**src/mbet_pkg.sv**
```systemverilog
package mbet_pkg;

    localparam int FRAC_BITS    = 27;
    localparam int COORD_W      = 32;
    localparam int IDX_W        = 12;
    localparam int DIM_W        = 13;
    localparam int ITER_W       = 10;
    localparam int SHADE_W      = 8;
    localparam int RANGE_W      = COORD_W + 1;
    localparam int PROD_W       = RANGE_W + IDX_W;
    localparam int REM_W        = DIM_W;
    localparam int STEP_W       = 6;
    localparam int SQ_W         = 2 * COORD_W;
    localparam int SAT_W        = 48;
    localparam int SHADE_PROD_W = ITER_W + SHADE_W;
    localparam int ADDR_W       = 5;
    localparam int DATA_W       = 32;
    localparam int REG_IDX_W    = 3;

    localparam logic [DIM_W-1:0]  MAX_DIM     = DIM_W'(4096);
    localparam logic [SQ_W-1:0]   ESC_BOUND   = SQ_W'(4) << (2 * FRAC_BITS);
    localparam logic [STEP_W-1:0] MAP_STEPS   = STEP_W'(PROD_W);
    localparam logic [STEP_W-1:0] SHADE_STEPS = STEP_W'(SHADE_PROD_W);

    localparam logic signed [SAT_W-1:0]   SAT_HI   = 48'sh0000_7FFF_FFFF;
    localparam logic signed [SAT_W-1:0]   SAT_LO   = 48'shFFFF_8000_0000;
    localparam logic signed [COORD_W-1:0] COORD_HI = 32'sh7FFF_FFFF;
    localparam logic signed [COORD_W-1:0] COORD_LO = 32'sh8000_0000;

    localparam logic [REG_IDX_W-1:0] REG_X_START  = 3'd0;
    localparam logic [REG_IDX_W-1:0] REG_X_END    = 3'd1;
    localparam logic [REG_IDX_W-1:0] REG_Y_START  = 3'd2;
    localparam logic [REG_IDX_W-1:0] REG_Y_END    = 3'd3;
    localparam logic [REG_IDX_W-1:0] REG_WIDTH    = 3'd4;
    localparam logic [REG_IDX_W-1:0] REG_HEIGHT   = 3'd5;
    localparam logic [REG_IDX_W-1:0] REG_MAX_ITER = 3'd6;

    typedef struct packed {
        logic [IDX_W-1:0] column;
        logic [IDX_W-1:0] row;
    } pixel_t;

    typedef struct packed {
        logic [IDX_W-1:0]   pixel_column;
        logic [IDX_W-1:0]   pixel_row;
        logic               drawn;
        logic [ITER_W-1:0]  iterations;
        logic [SHADE_W-1:0] shade;
    } result_t;

    typedef struct packed {
        logic [IDX_W-1:0]          column;
        logic [IDX_W-1:0]          row;
        logic signed [COORD_W-1:0] x0;
        logic signed [COORD_W-1:0] y0;
    } job_t;

    typedef struct packed {
        logic signed [COORD_W-1:0] x_start;
        logic signed [COORD_W-1:0] x_end;
        logic signed [COORD_W-1:0] y_start;
        logic signed [COORD_W-1:0] y_end;
        logic [DIM_W-1:0]          image_width;
        logic [DIM_W-1:0]          image_height;
        logic [ITER_W-1:0]         max_iteration;
    } cfg_t;

    function automatic logic signed [COORD_W-1:0] sat32(input logic signed [SAT_W-1:0] v);
        logic signed [COORD_W-1:0] r;
        if (v > SAT_HI)
            r = COORD_HI;
        else if (v < SAT_LO)
            r = COORD_LO;
        else
            r = v[COORD_W-1:0];
        return r;
    endfunction

    function automatic logic [DIM_W-1:0] eff_dim(input logic [DIM_W-1:0] d);
        logic [DIM_W-1:0] r;
        if (d == '0)
            r = DIM_W'(1);
        else if (d > MAX_DIM)
            r = MAX_DIM;
        else
            r = d;
        return r;
    endfunction

    function automatic logic [ITER_W-1:0] eff_lim(input logic [ITER_W-1:0] m);
        logic [ITER_W-1:0] r;
        r = (m == '0) ? ITER_W'(1) : m;
        return r;
    endfunction

endpackage

```
**src/mbet_fifo.sv**
```systemverilog
module mbet_fifo (
    input  logic            clk,
    input  logic            rst_n,
    input  logic            wr,
    input  mbet_pkg::job_t  wdata,
    output logic            full,
    input  logic            rd,
    output mbet_pkg::job_t  rdata,
    output logic            empty
);

    // two-entry queue between coordinate mapping and the iteration engine
    mbet_pkg::job_t mem_reg [2];
    logic           wr_ptr_reg, wr_ptr_next;
    logic           rd_ptr_reg, rd_ptr_next;
    logic [1:0]     count_reg, count_next;
    logic           do_wr, do_rd;

    assign full  = (count_reg == 2'd2);
    assign empty = (count_reg == 2'd0);
    assign do_wr = wr && !full;
    assign do_rd = rd && !empty;
    assign rdata = mem_reg[rd_ptr_reg];

    always_comb
    begin
        wr_ptr_next = wr_ptr_reg ^ do_wr;
        rd_ptr_next = rd_ptr_reg ^ do_rd;
        count_next  = count_reg + {1'b0, do_wr} - {1'b0, do_rd};
    end

    always_ff @(posedge clk or negedge rst_n)
    begin
        if (!rst_n)
        begin
            wr_ptr_reg <= 1'b0;
            rd_ptr_reg <= 1'b0;
            count_reg  <= 2'd0;
        end
        else
        begin
            wr_ptr_reg <= wr_ptr_next;
            rd_ptr_reg <= rd_ptr_next;
            count_reg  <= count_next;
        end
    end

    always_ff @(posedge clk)
    begin
        if (do_wr)
            mem_reg[wr_ptr_reg] <= wdata;
    end

endmodule

```
**config.mk**
```make
export PLATFORM = sky130hd
export DESIGN_NAME = mbet_fifo
export DESIGN_NICKNAME = d
export VERILOG_FILES = /design/src/mbet_pkg.sv /design/src/mbet_fifo.sv
export SDC_FILE = /design/constraint.sdc
export NUM_CORES = 1
export LEC_CHECK = 0
export BUFFER_PORTS_ARGS = -buffer_cell sky130_fd_sc_hd__buf_2
export CAP_MARGIN = 20
export CELL_PAD_IN_SITES_DETAIL_PLACEMENT = 1
export CELL_PAD_IN_SITES_GLOBAL_PLACEMENT = 1
export CORE_MARGIN = 4
export CORE_UTILIZATION = 47
export CTS_CLUSTER_DIAMETER = 60
export DETAILED_ROUTE_END_ITERATION = 8
export GPL_ROUTABILITY_DRIVEN = 0
export PLACE_DENSITY = 0.95
export SLEW_MARGIN = 20
export SYNTH_ARGS = -nofsm -noshare
export SYNTH_HDL_FRONTEND = slang
export SYNTH_SLANG_ARGS = --single-unit
```
**constraint.sdc**
```tcl
create_clock -name clk -period 8.5 [get_ports clk]
set_clock_uncertainty 0.1 [all_clocks]
set_input_delay 0.425 -clock clk [delete_from_list [all_inputs] [get_ports clk]]
set_output_delay 0.425 -clock clk [all_outputs]
set_load 0.01 [all_outputs]
```
==> flow_summary.json <==
{
  "antenna_cells": 0,
  "arrival_ns": 2.21,
  "yosysUniqueCellTypes": 15,
  "combPwrFrac_pct": 28.7,
  "rsz0062_at_grt": "no",
  "power_density_mw_per_mm2": 344,
  "wl_per_cell_um": 20.4,
  "dp_hpwl_mm": 9.70,
  "final_common_cell": "buf_2",
  "cp.required_ns": 7.98,
  "setup_viol": 0,
  "insertion_delay_ns": 0.42,
  "r2r_slack_ns": 5.96,
  "place_ws_ns": 5.92,
  "route.detailed.drc": 0,
  "synth_nets": 390,
  "crit_type": "reg2out",
  "p_switching_uw": 834,
  "period_share_pct": 32.1,
  "die_w_um": 127,
  "start_kind": "register",
  "crit_path_end_kind": "primary output",
  "final_cell_mix": "buf_2, edfxtp_1, mux2_2, clkbuf_16, mux2_4",
  "first_global_vias": 3855,
  "grt_first_pass_wirelength_mm": 21.5,
  "yosysWarningCount": 0,
  "cts_resized": 0,
  "die_area_mm2": 0.0160,
  "cts_buffers": 17,
  "multiInputGateArea_mm2": 0.00116,
  "num_vias": 3397,
  "nNetsFinal": 584,
  "synth_top_area_share_pct": 80.1,
  "first_pass_iters": 4,
  "core-area_mm2": 0.0138,
  "ys_seq_area_share_pct": 81.6,
  "ios": 182,
  "areaGrowthSynthToFinish_pct": 25.5,
  "layout_setup_ws_ns": 5.77,
  "p_int_uw": 2010,
  "post-cts-setup-buffer-count": 0,
  "maxSlewHeadroom_pct": 52.4,
  "syn-mean-instance-area_um2": 22.5,
  "fin_tns_setup_ns": 0,
  "synth_top_area_cell": "edfxtp_1",
  "status": "finished clean",
  "clock_power_share_pct": 25.0,
  "clk_pin_slew_ns": 0.06,
  "antenna_found_initial": 0,
  "cp_max_fo": 48,
  "fillers": 1258,
  "switching_share_pct": 29.3,
  "htree_levels": 4,
  "drt-initial-drc-count": 204,
  "syn_inst": 294,
  "cts_tree": "built",
  "initial_utilization_pct": 47.7,
  "hold_viol": 0,
  "drtAntennaViolNets": 0,
  "track_usage_pct": 17.9,
  "port_buffers": 181,
  "p_seq_share_pct": 46.3,
  "die_height_um": 127,
  "ir_drop_v": 0.000346,
  "grt-ovfl-total": 0,
  "yosys_register_bits": 180,
  "core.rowCount": 43,
  "clock_sinks": 180,
  "routed_wl_mm": 13.9,
  "hold_buffers": 1,
  "drive_above_1_share_pct": 60.5,
  "hold_path.class": "in2reg",
  "max-clock-path-buffers": 2,
  "max_freq_mhz": 366,
  "worstMarginPinSlew_ns": 0.713,
  "syn_area_mm2": 0.00660,
  "seqCellArea_mm2": 0.00539,
  "period_needed_ns": 2.73,
  "final_max_slew_viol_count": 0,
  "p_leak_uw": 0.00314,
  "cap_violations": 0,
  "fin_util_pct": 59.9,
  "viasPerCell": 4.99,
  "grt_max_degree": 49,
  "timing.hold.ws_ns": 0.0919,
  "ys_top_cells_by_area": "edfxtp_1, mux2_2, mux2_4",
  "clock-root-buffer": "clkbuf_16",
  "largest_reg_flops": 176
}
-- Yosys cell counts --
cell and number:
nand2_1 1, edfxtp_1 176, and2_1 1, dfrtp_1 4, nor2_1 1, buf_2 7, inv_1 4, xnor2_1 2
ha_1 4, nand2b_1 1, mux2_2 78, buf_6 3, mux2_4 10, o21a_1 1, xor2_1 1
-- worst paths after layout --
kind	from	cells after the start	endpoint
min reg2reg	count_reg[1]	1	count_reg[1]
min	wdata[61]	1	mem_reg[1][61]
min in group asynchronous	rst_n	2	rd_ptr_reg
max in group asynchronous	rst_n	2	rd_ptr_reg
max	rd_ptr_reg	3	rdata[22]
max reg2reg	count_reg[0]	4	mem_reg[1][25]
-- worst max-delay path: stages, from the launching register on --
cell and delay (ns):
dfrtp_4 0.86, buf_12 0.32, mux2_2 0.40, buf_2 0.15
-- cells by family after synthesis --
group           synth area share, %
buf+inv                        1.27
xor+xnor                      0.398
mux                            15.6
simple gates                  0.303
compound gates                0.114
fa+ha+maj                     0.758
flops                          81.6
-- through the flow --
stage | cells | instance area, um2 | power (uW)
2_1_floorplan | 294 | 6600 | 1840
3_3_place_gp | 647 | 7710 | 2110
3_5_place_dp | 648 | 7730 | 2170
4_1_cts | 681 | 8280 | 2890
5_1_grt | 681 | 8280 | 3000
6_report | 681 | 8280 | 2850
-- power groups by stage --
stage / Sequential, uW / Combinational [uW] / Clock, uW
2_1_floorplan: 1280 / 558 / 0
3_5_place_dp: 1340 / 831 / 0
6_report: 1320 / 817 / 713
3_3_place_gp: 1350 / 756 / 0
5_1_grt: 1340 / 884 / 778
4_1_cts: 1320 / 839 / 729
-- routing by layer --
metal | up-vias | routed length, um | track usage (%)
met5 | - | 0 | 0
met4 | 0 | 283 | 6.69
met3 | 25 | 968 | 5.64
met2 | 135 | 7110 | 30.4
met1 | 1690 | 5500 | 21.5
li1 | 1547 | - | -
-- final cells by class --
class                   count  share of cell area, %
multi-input cells         100                   14.0
clock inverters             7                  0.604
repair buffers            185                   11.5
inverters                   4                  0.181
well taps                 180                   2.72
flip-flops and latches    180                   65.1
clock buffers              25                   5.98
Power figures use the tool's default switching activity.
