===== src/mbet_pkg.sv =====
package mbet_pkg;

    localparam int FRAC_BITS    = 27;
    localparam int COORD_W      = 32;
    localparam int IDX_W        = 12;
    localparam int DIM_W        = 13;
    localparam int ITER_W       = 10;
    localparam int SHADE_W      = 8;
    localparam int RANGE_W      = COORD_W + 1;
    localparam int PROD_W       = RANGE_W + IDX_W;
    localparam int REM_W        = DIM_W;
    localparam int STEP_W       = 6;
    localparam int SQ_W         = 2 * COORD_W;
    localparam int SAT_W        = 48;
    localparam int SHADE_PROD_W = ITER_W + SHADE_W;
    localparam int ADDR_W       = 5;
    localparam int DATA_W       = 32;
    localparam int REG_IDX_W    = 3;

    localparam logic [DIM_W-1:0]  MAX_DIM     = DIM_W'(4096);
    localparam logic [SQ_W-1:0]   ESC_BOUND   = SQ_W'(4) << (2 * FRAC_BITS);
    localparam logic [STEP_W-1:0] MAP_STEPS   = STEP_W'(PROD_W);
    localparam logic [STEP_W-1:0] SHADE_STEPS = STEP_W'(SHADE_PROD_W);

    localparam logic signed [SAT_W-1:0]   SAT_HI   = 48'sh0000_7FFF_FFFF;
    localparam logic signed [SAT_W-1:0]   SAT_LO   = 48'shFFFF_8000_0000;
    localparam logic signed [COORD_W-1:0] COORD_HI = 32'sh7FFF_FFFF;
    localparam logic signed [COORD_W-1:0] COORD_LO = 32'sh8000_0000;

    localparam logic [REG_IDX_W-1:0] REG_X_START  = 3'd0;
    localparam logic [REG_IDX_W-1:0] REG_X_END    = 3'd1;
    localparam logic [REG_IDX_W-1:0] REG_Y_START  = 3'd2;
    localparam logic [REG_IDX_W-1:0] REG_Y_END    = 3'd3;
    localparam logic [REG_IDX_W-1:0] REG_WIDTH    = 3'd4;
    localparam logic [REG_IDX_W-1:0] REG_HEIGHT   = 3'd5;
    localparam logic [REG_IDX_W-1:0] REG_MAX_ITER = 3'd6;

    typedef struct packed {
        logic [IDX_W-1:0] column;
        logic [IDX_W-1:0] row;
    } pixel_t;

    typedef struct packed {
        logic [IDX_W-1:0]   pixel_column;
        logic [IDX_W-1:0]   pixel_row;
        logic               drawn;
        logic [ITER_W-1:0]  iterations;
        logic [SHADE_W-1:0] shade;
    } result_t;

    typedef struct packed {
        logic [IDX_W-1:0]          column;
        logic [IDX_W-1:0]          row;
        logic signed [COORD_W-1:0] x0;
        logic signed [COORD_W-1:0] y0;
    } job_t;

    typedef struct packed {
        logic signed [COORD_W-1:0] x_start;
        logic signed [COORD_W-1:0] x_end;
        logic signed [COORD_W-1:0] y_start;
        logic signed [COORD_W-1:0] y_end;
        logic [DIM_W-1:0]          image_width;
        logic [DIM_W-1:0]          image_height;
        logic [ITER_W-1:0]         max_iteration;
    } cfg_t;

    function automatic logic signed [COORD_W-1:0] sat32(input logic signed [SAT_W-1:0] v);
        logic signed [COORD_W-1:0] r;
        if (v > SAT_HI)
            r = COORD_HI;
        else if (v < SAT_LO)
            r = COORD_LO;
        else
            r = v[COORD_W-1:0];
        return r;
    endfunction

    function automatic logic [DIM_W-1:0] eff_dim(input logic [DIM_W-1:0] d);
        logic [DIM_W-1:0] r;
        if (d == '0)
            r = DIM_W'(1);
        else if (d > MAX_DIM)
            r = MAX_DIM;
        else
            r = d;
        return r;
    endfunction

    function automatic logic [ITER_W-1:0] eff_lim(input logic [ITER_W-1:0] m);
        logic [ITER_W-1:0] r;
        r = (m == '0) ? ITER_W'(1) : m;
        return r;
    endfunction

endpackage


===== src/mbet_div.sv =====
module mbet_div (
    input  logic                          clk,
    input  logic                          rst_n,
    input  logic                          start,
    input  logic [mbet_pkg::PROD_W-1:0]   dividend,
    input  logic [mbet_pkg::DIM_W-1:0]    divisor,
    input  logic [mbet_pkg::STEP_W-1:0]   steps,
    output logic                          busy,
    output logic [mbet_pkg::PROD_W-1:0]   quotient
);

    // Restoring divider, one quotient bit per cycle. The dividend is loaded
    // left-aligned to the step count, so after the last step the work
    // register holds the quotient alone.
    logic                          busy_reg, busy_next;
    logic [mbet_pkg::STEP_W-1:0]   cnt_reg, cnt_next;
    logic [mbet_pkg::PROD_W-1:0]   work_reg, work_next;
    logic [mbet_pkg::REM_W-1:0]    rem_reg, rem_next;
    logic [mbet_pkg::DIM_W-1:0]    dsr_reg, dsr_next;
    logic [mbet_pkg::REM_W:0]      trial;
    logic [mbet_pkg::REM_W:0]      diff;
    logic                          fits;

    always_comb
    begin
        trial     = {rem_reg, work_reg[mbet_pkg::PROD_W-1]};
        diff      = trial - {1'b0, dsr_reg};
        fits      = (trial >= {1'b0, dsr_reg});
        busy_next = busy_reg;
        cnt_next  = cnt_reg;
        work_next = work_reg;
        rem_next  = rem_reg;
        dsr_next  = dsr_reg;
        if (start)
        begin
            busy_next = 1'b1;
            cnt_next  = steps;
            work_next = dividend;
            rem_next  = '0;
            dsr_next  = divisor;
        end
        else if (busy_reg)
        begin
            work_next = {work_reg[mbet_pkg::PROD_W-2:0], fits};
            rem_next  = fits ? diff[mbet_pkg::REM_W-1:0] : trial[mbet_pkg::REM_W-1:0];
            cnt_next  = cnt_reg - mbet_pkg::STEP_W'(1);
            if (cnt_reg == mbet_pkg::STEP_W'(1))
                busy_next = 1'b0;
        end
    end

    always_ff @(posedge clk or negedge rst_n)
    begin
        if (!rst_n)
            busy_reg <= 1'b0;
        else
            busy_reg <= busy_next;
    end

    always_ff @(posedge clk)
    begin
        cnt_reg  <= cnt_next;
        work_reg <= work_next;
        rem_reg  <= rem_next;
        dsr_reg  <= dsr_next;
    end

    assign busy     = busy_reg;
    assign quotient = work_reg;

endmodule


===== src/mbet_front.sv =====
module mbet_front (
    input  logic              clk,
    input  logic              rst_n,
    input  mbet_pkg::cfg_t    cfg,
    input  logic              push,
    output logic              full,
    input  mbet_pkg::pixel_t  pixel,
    output logic              q_push,
    output mbet_pkg::job_t    q_data,
    input  logic              q_full
);

    localparam logic [2:0] F_IDLE  = 3'd0;
    localparam logic [2:0] F_MUL   = 3'd1;
    localparam logic [2:0] F_START = 3'd2;
    localparam logic [2:0] F_DIV   = 3'd3;
    localparam logic [2:0] F_SUM   = 3'd4;

    logic [2:0]                           state_reg, state_next;
    mbet_pkg::pixel_t                     pix_reg, pix_next;
    logic signed [mbet_pkg::PROD_W-1:0]   prod_x_reg, prod_x_next;
    logic signed [mbet_pkg::PROD_W-1:0]   prod_y_reg, prod_y_next;

    logic signed [mbet_pkg::RANGE_W-1:0]  range_x, range_y;
    logic signed [mbet_pkg::IDX_W:0]      idx_x, idx_y;
    logic signed [mbet_pkg::PROD_W-1:0]   mul_x, mul_y;
    logic [mbet_pkg::PROD_W-1:0]          mag_x, mag_y;
    logic [mbet_pkg::PROD_W-1:0]          quot_x, quot_y;
    logic                                 busy_x, busy_y;
    logic                                 div_start;
    logic signed [mbet_pkg::SAT_W-1:0]    q_x, q_y, sum_x, sum_y;

    assign range_x = $signed({cfg.x_end[mbet_pkg::COORD_W-1], cfg.x_end})
                   - $signed({cfg.x_start[mbet_pkg::COORD_W-1], cfg.x_start});
    assign range_y = $signed({cfg.y_end[mbet_pkg::COORD_W-1], cfg.y_end})
                   - $signed({cfg.y_start[mbet_pkg::COORD_W-1], cfg.y_start});
    assign idx_x   = $signed({1'b0, pix_reg.column});
    assign idx_y   = $signed({1'b0, pix_reg.row});
    assign mul_x   = range_x * idx_x;
    assign mul_y   = range_y * idx_y;

    // divide magnitudes, sign restored afterwards: truncation toward zero
    assign mag_x = prod_x_reg[mbet_pkg::PROD_W-1] ? $unsigned(-prod_x_reg) : $unsigned(prod_x_reg);
    assign mag_y = prod_y_reg[mbet_pkg::PROD_W-1] ? $unsigned(-prod_y_reg) : $unsigned(prod_y_reg);
    assign div_start = (state_reg == F_START);

    mbet_div u_div_x (
        .clk      (clk),
        .rst_n    (rst_n),
        .start    (div_start),
        .dividend (mag_x),
        .divisor  (mbet_pkg::eff_dim(cfg.image_width)),
        .steps    (mbet_pkg::MAP_STEPS),
        .busy     (busy_x),
        .quotient (quot_x)
    );

    mbet_div u_div_y (
        .clk      (clk),
        .rst_n    (rst_n),
        .start    (div_start),
        .dividend (mag_y),
        .divisor  (mbet_pkg::eff_dim(cfg.image_height)),
        .steps    (mbet_pkg::MAP_STEPS),
        .busy     (busy_y),
        .quotient (quot_y)
    );

    always_comb
    begin
        q_x = $signed({{(mbet_pkg::SAT_W-mbet_pkg::PROD_W){1'b0}}, quot_x});
        q_y = $signed({{(mbet_pkg::SAT_W-mbet_pkg::PROD_W){1'b0}}, quot_y});
        if (prod_x_reg[mbet_pkg::PROD_W-1])
            q_x = -q_x;
        if (prod_y_reg[mbet_pkg::PROD_W-1])
            q_y = -q_y;
        sum_x = q_x + mbet_pkg::SAT_W'(cfg.x_start);
        sum_y = q_y + mbet_pkg::SAT_W'(cfg.y_start);
    end

    always_comb
    begin
        state_next    = state_reg;
        pix_next      = pix_reg;
        prod_x_next   = prod_x_reg;
        prod_y_next   = prod_y_reg;
        q_push        = 1'b0;
        q_data.column = pix_reg.column;
        q_data.row    = pix_reg.row;
        q_data.x0     = mbet_pkg::sat32(sum_x);
        q_data.y0     = mbet_pkg::sat32(sum_y);
        case (state_reg)
            F_IDLE:
            begin
                if (push)
                begin
                    pix_next   = pixel;
                    state_next = F_MUL;
                end
            end
            F_MUL:
            begin
                prod_x_next = mul_x;
                prod_y_next = mul_y;
                state_next  = F_START;
            end
            F_START:
            begin
                state_next = F_DIV;
            end
            F_DIV:
            begin
                if (!busy_x && !busy_y)
                    state_next = F_SUM;
            end
            F_SUM:
            begin
                if (!q_full)
                begin
                    q_push     = 1'b1;
                    state_next = F_IDLE;
                end
            end
            default:
            begin
                state_next = F_IDLE;
            end
        endcase
    end

    assign full = (state_reg != F_IDLE);

    always_ff @(posedge clk or negedge rst_n)
    begin
        if (!rst_n)
            state_reg <= F_IDLE;
        else
            state_reg <= state_next;
    end

    always_ff @(posedge clk)
    begin
        pix_reg    <= pix_next;
        prod_x_reg <= prod_x_next;
        prod_y_reg <= prod_y_next;
    end

endmodule


===== config.mk =====
export PLATFORM = sky130hd
export DESIGN_NAME = mbet_front
export DESIGN_NICKNAME = d
export VERILOG_FILES = /design/src/mbet_pkg.sv /design/src/mbet_div.sv /design/src/mbet_front.sv
export SDC_FILE = /design/constraint.sdc
export NUM_CORES = 2
export LEC_CHECK = 0
export BUFFER_PORTS_ARGS = -buffer_cell sky130_fd_sc_hd__buf_2
export CAP_MARGIN = 5
export CORE_ASPECT_RATIO = 0.6
export CORE_UTILIZATION = 65
export DETAILED_ROUTE_END_ITERATION = 7
export PLACE_DENSITY = 0.83
export SYNTH_ARGS = -nofsm -noshare
export SYNTH_HDL_FRONTEND = slang
export SYNTH_HIERARCHICAL = 1
export SYNTH_SLANG_ARGS = --single-unit

===== constraint.sdc =====
create_clock -name clk -period 10.65 [get_ports clk]
set_input_delay 0.5325 -clock clk [delete_from_list [all_inputs] [get_ports clk]]
set_output_delay 0.5325 -clock clk [all_outputs]
set_load 0.05 [all_outputs]

==> impl_metrics.tcl <==
set metrics [dict create \
    outcome "completed" \
    slowest_stage "o31ai_1" \
    synth_cells 5838 \
    ioPinCount 282 \
    path_delay_family "compound AO/OA/AOI/OAI gates" \
    ys_types 79 \
    end_kind "primary output" \
    antenna_found_initial 4 \
    cts-buffers-inserted 30 \
    synth_edf_count 242 \
    grt-ovfl-total 0 \
    hp-class "in -> reg" \
    wl_per_cell_um 19.4 \
    area_growth_pct 7.09 \
    worstSetupStartpoint "u_div_x/quotient[7]$_DFFE_PP_" \
    crit_type "reg -> out" \
    cts_tree "done" \
    finalSetupViolCount 0 \
    ant_nets 0 \
    place_area_um2 53900 \
    fp.coreArea_um2 77800 \
    syn_area_um2 51300 \
    crit_buf_inv 1 \
    hpwl_um 108000 \
    crit_path_cell_trace "or4_1, or3_1, or4_1, or3_1, or4_1, nand2b_1, o31ai_1, xnor2_1, ha_1, a21o_1, a31oi_1, o221a_2, nand3_1, o21ai_0, o21ai_0, a31oi_1, xor2_1, nor4_1, a41oi_2, o31ai_1, buf_2" \
    avgSynthCellArea_um2 8.78 \
    cts_max_level 1 \
    num-fill-cells 6058 \
    insertion_delay_ns 0.63 \
    ys.flop_type "edfxtp_1" \
    cp-start-kind "register" \
    dr.pass1.iters 6 \
    clkTransAtPathRegs_ns 0.07 \
    critPathArrivalTime_ns 9.20 \
    synth-seq-cells 273 \
    fin_ws_ns 0.922 \
    fin_crit_ns 9.73 \
    grtUsageTotal_pct 35.0 \
    drive_gt1_share_pct 9.54 \
    final_area_um2 54900 \
    cp.required_ns 10.12 \
    nNetsFinal 7282 \
    yosys_warnings 6 \
    fmax_mhz 103 \
    hold_viol 0 \
    max_stage_delay_ns 0.83 \
    synth-seq-area-share_pct 15.4 \
    worstHoldStart "pixel[6]" \
    worstPathMaxFanout 11 \
    rows 79 \
    finalWeightedCongestion 1.01 \
    drt_wl_total_um 138000 \
    finClkSkew_ns 0.0228 \
    die_area_um2 80000 \
    drtIter0Drc 4270 \
    synthArstFlopShare_pct 1.83 \
    grt_start_max_net_pins 82 \
    slew_headroom_pct 16.9 \
    grt_pass1_wl_um 222000 \
    port_buffers 271 \
    drv_cap 0 \
    clk_path_buf_depth 3 \
    worst_slew_pin_slew_ns 1.24 \
    start_util_pct 65.9 \
    grt_pass1_vias 41500 \
    cts.sinks 273 \
    die_w_um 365 \
    vias_per_cell 5.94 \
    period_share_pct 91.3 \
    cts_setup_buffers 0 \
    drc 0 \
    rsz0062_at_grt "false" \
    dp_slack_ns 0.690 \
    r2r_start "q_data[79]$_DFFE_PP_" \
    root_buffer "clkbuf_16" \
    routed-via-count 42100 \
    crit_top_cell "or4_1" \
    dieHeight_um 220 \
    fin_tns_setup_ns 0 \
    drv_slew 0 \
]
==> final timing paths <==
kind / to / slack, ns / depth (start not counted)
setup / recovery: q_data[35] / 0.92 / 21
min in group asynchronous: u_div_y/busy$_DFF_PN0_ / 0.26 / 2
hold / removal: q_data[70]$_DFFE_PP_ / 0.08 / 1
hold reg to reg: u_div_x/rem_reg[3]$_SDFFE_PP0P_ / 0.52 / 2
setup reg to reg: prod_x_reg[42]$_DFFE_PP_ / 2.76 / 23
max in group asynchronous: u_div_x/busy$_DFF_PN0_ / 10.25 / 2
==> final cells by class <==
cell class	instances	area (um2)	share of cell area, %
clock buffers	36	795	1.45
diodes	1	2.50	0.00456
multi-input cells	4282	38600	70.3
inverters	1039	3900	7.11
well taps	1053	1320	2.40
flip-flops and latches	273	7910	14.4
repair buffers	380	2180	3.97
clock inverters	19	208	0.378
==> cell families after synthesis <==
family | count (synthesis) | share of synthesized area [%]
simple gates | 1635 | 15.9
buf+inv | 1293 | 9.50
fa+ha+maj | 1084 | 36.7
compound gates | 1005 | 12.7
xor+xnor | 425 | 7.26
flops | 273 | 15.4
mux | 121 | 2.60
other cells | 2 | 0.0147
==> per-stage QoR <==
stage | util, % | instances | hold WS (ns)
final | 70.6 | 7083 | 0.0844
after global routing | 70.6 | 7082 | 0.0669
after CTS | 70.6 | 7082 | 0.0475
after detailed placement | 69.3 | 7026 | 0.365
after global placement | 69.3 | 7026 | 0.366
after floorplan | - | 5848 | 0.237
==> cell usage in the layout (no fill, tap or decap), drive strengths merged, types with 24 or more instances in the layout <==
| cell type | synthesis | final |
|---|---|---|
| nand3 | 77 | 77 |
| dfxtp | 26 | 26 |
| o21ai | 268 | 268 |
| or3 | 34 | 34 |
| and2 | 312 | 312 |
| mux2i | 24 | 24 |
| edfxtp | 242 | 242 |
| a21o | 128 | 128 |
| xnor2 | 322 | 322 |
| o21bai | 28 | 28 |
| nand2 | 646 | 646 |
| o41ai | 31 | 31 |
| a211oi | 50 | 50 |
| nand2b | 67 | 67 |
| a21oi | 244 | 244 |
| ha | 388 | 388 |
| o21a | 39 | 39 |
| buf | 9 | 379 |
| xor2 | 103 | 103 |
| nand4 | 43 | 43 |
| clkbuf | 245 | 36 |
| or4 | 44 | 44 |
| a31oi | 32 | 32 |
| fa | 696 | 696 |
| inv | 1039 | 1041 |
| nor2b | 90 | 90 |
| o31ai | 65 | 65 |
| nor2 | 178 | 178 |
| nor3 | 68 | 68 |
| mux2 | 97 | 97 |
==> cell usage after synthesis, drive strengths merged, types with 28 or more instances <==
cell type,number,area [um2]
a211oi,50,395
a21o,128,961
a21oi,244,1220
a31oi,32,200
and2,312,1950
clkbuf,245,920
edfxtp,242,7270
fa,696,13900
ha,388,4850
inv,1039,3900
mux2,97,1090
nand2,646,2420
nand2b,67,419
nand3,77,385
nand4,43,269
nor2,178,668
nor2b,90,563
nor3,68,345
o21a,39,293
o21ai,268,1340
o21bai,28,210
o31ai,65,517
o41ai,31,279
or3,34,213
or4,44,353
xnor2,322,2820
xor2,103,902
==> timing repair <==
action | in CTS | in global routing
hold buffers | 1 | 0
resized for setup | 0 | 0
hold endpoints to repair | 5 | 0
==> per-layer routing <==
| layer | global-route usage, % | up-vias | wire [um] |
|---|---|---|---|
| met5 | 0 | - | 0 |
| met1 | 53.5 | 20500 | 61500 |
| met2 | 49.9 | 2145 | 56700 |
| li1 | - | 19300 | - |
| met4 | 6.12 | 0 | 2480 |
| met3 | 9.40 | 171 | 17000 |
Power is left out: the tool's default activity adds up to more than one toggle a clock period on the data nets, which glitch-free logic cannot reach.
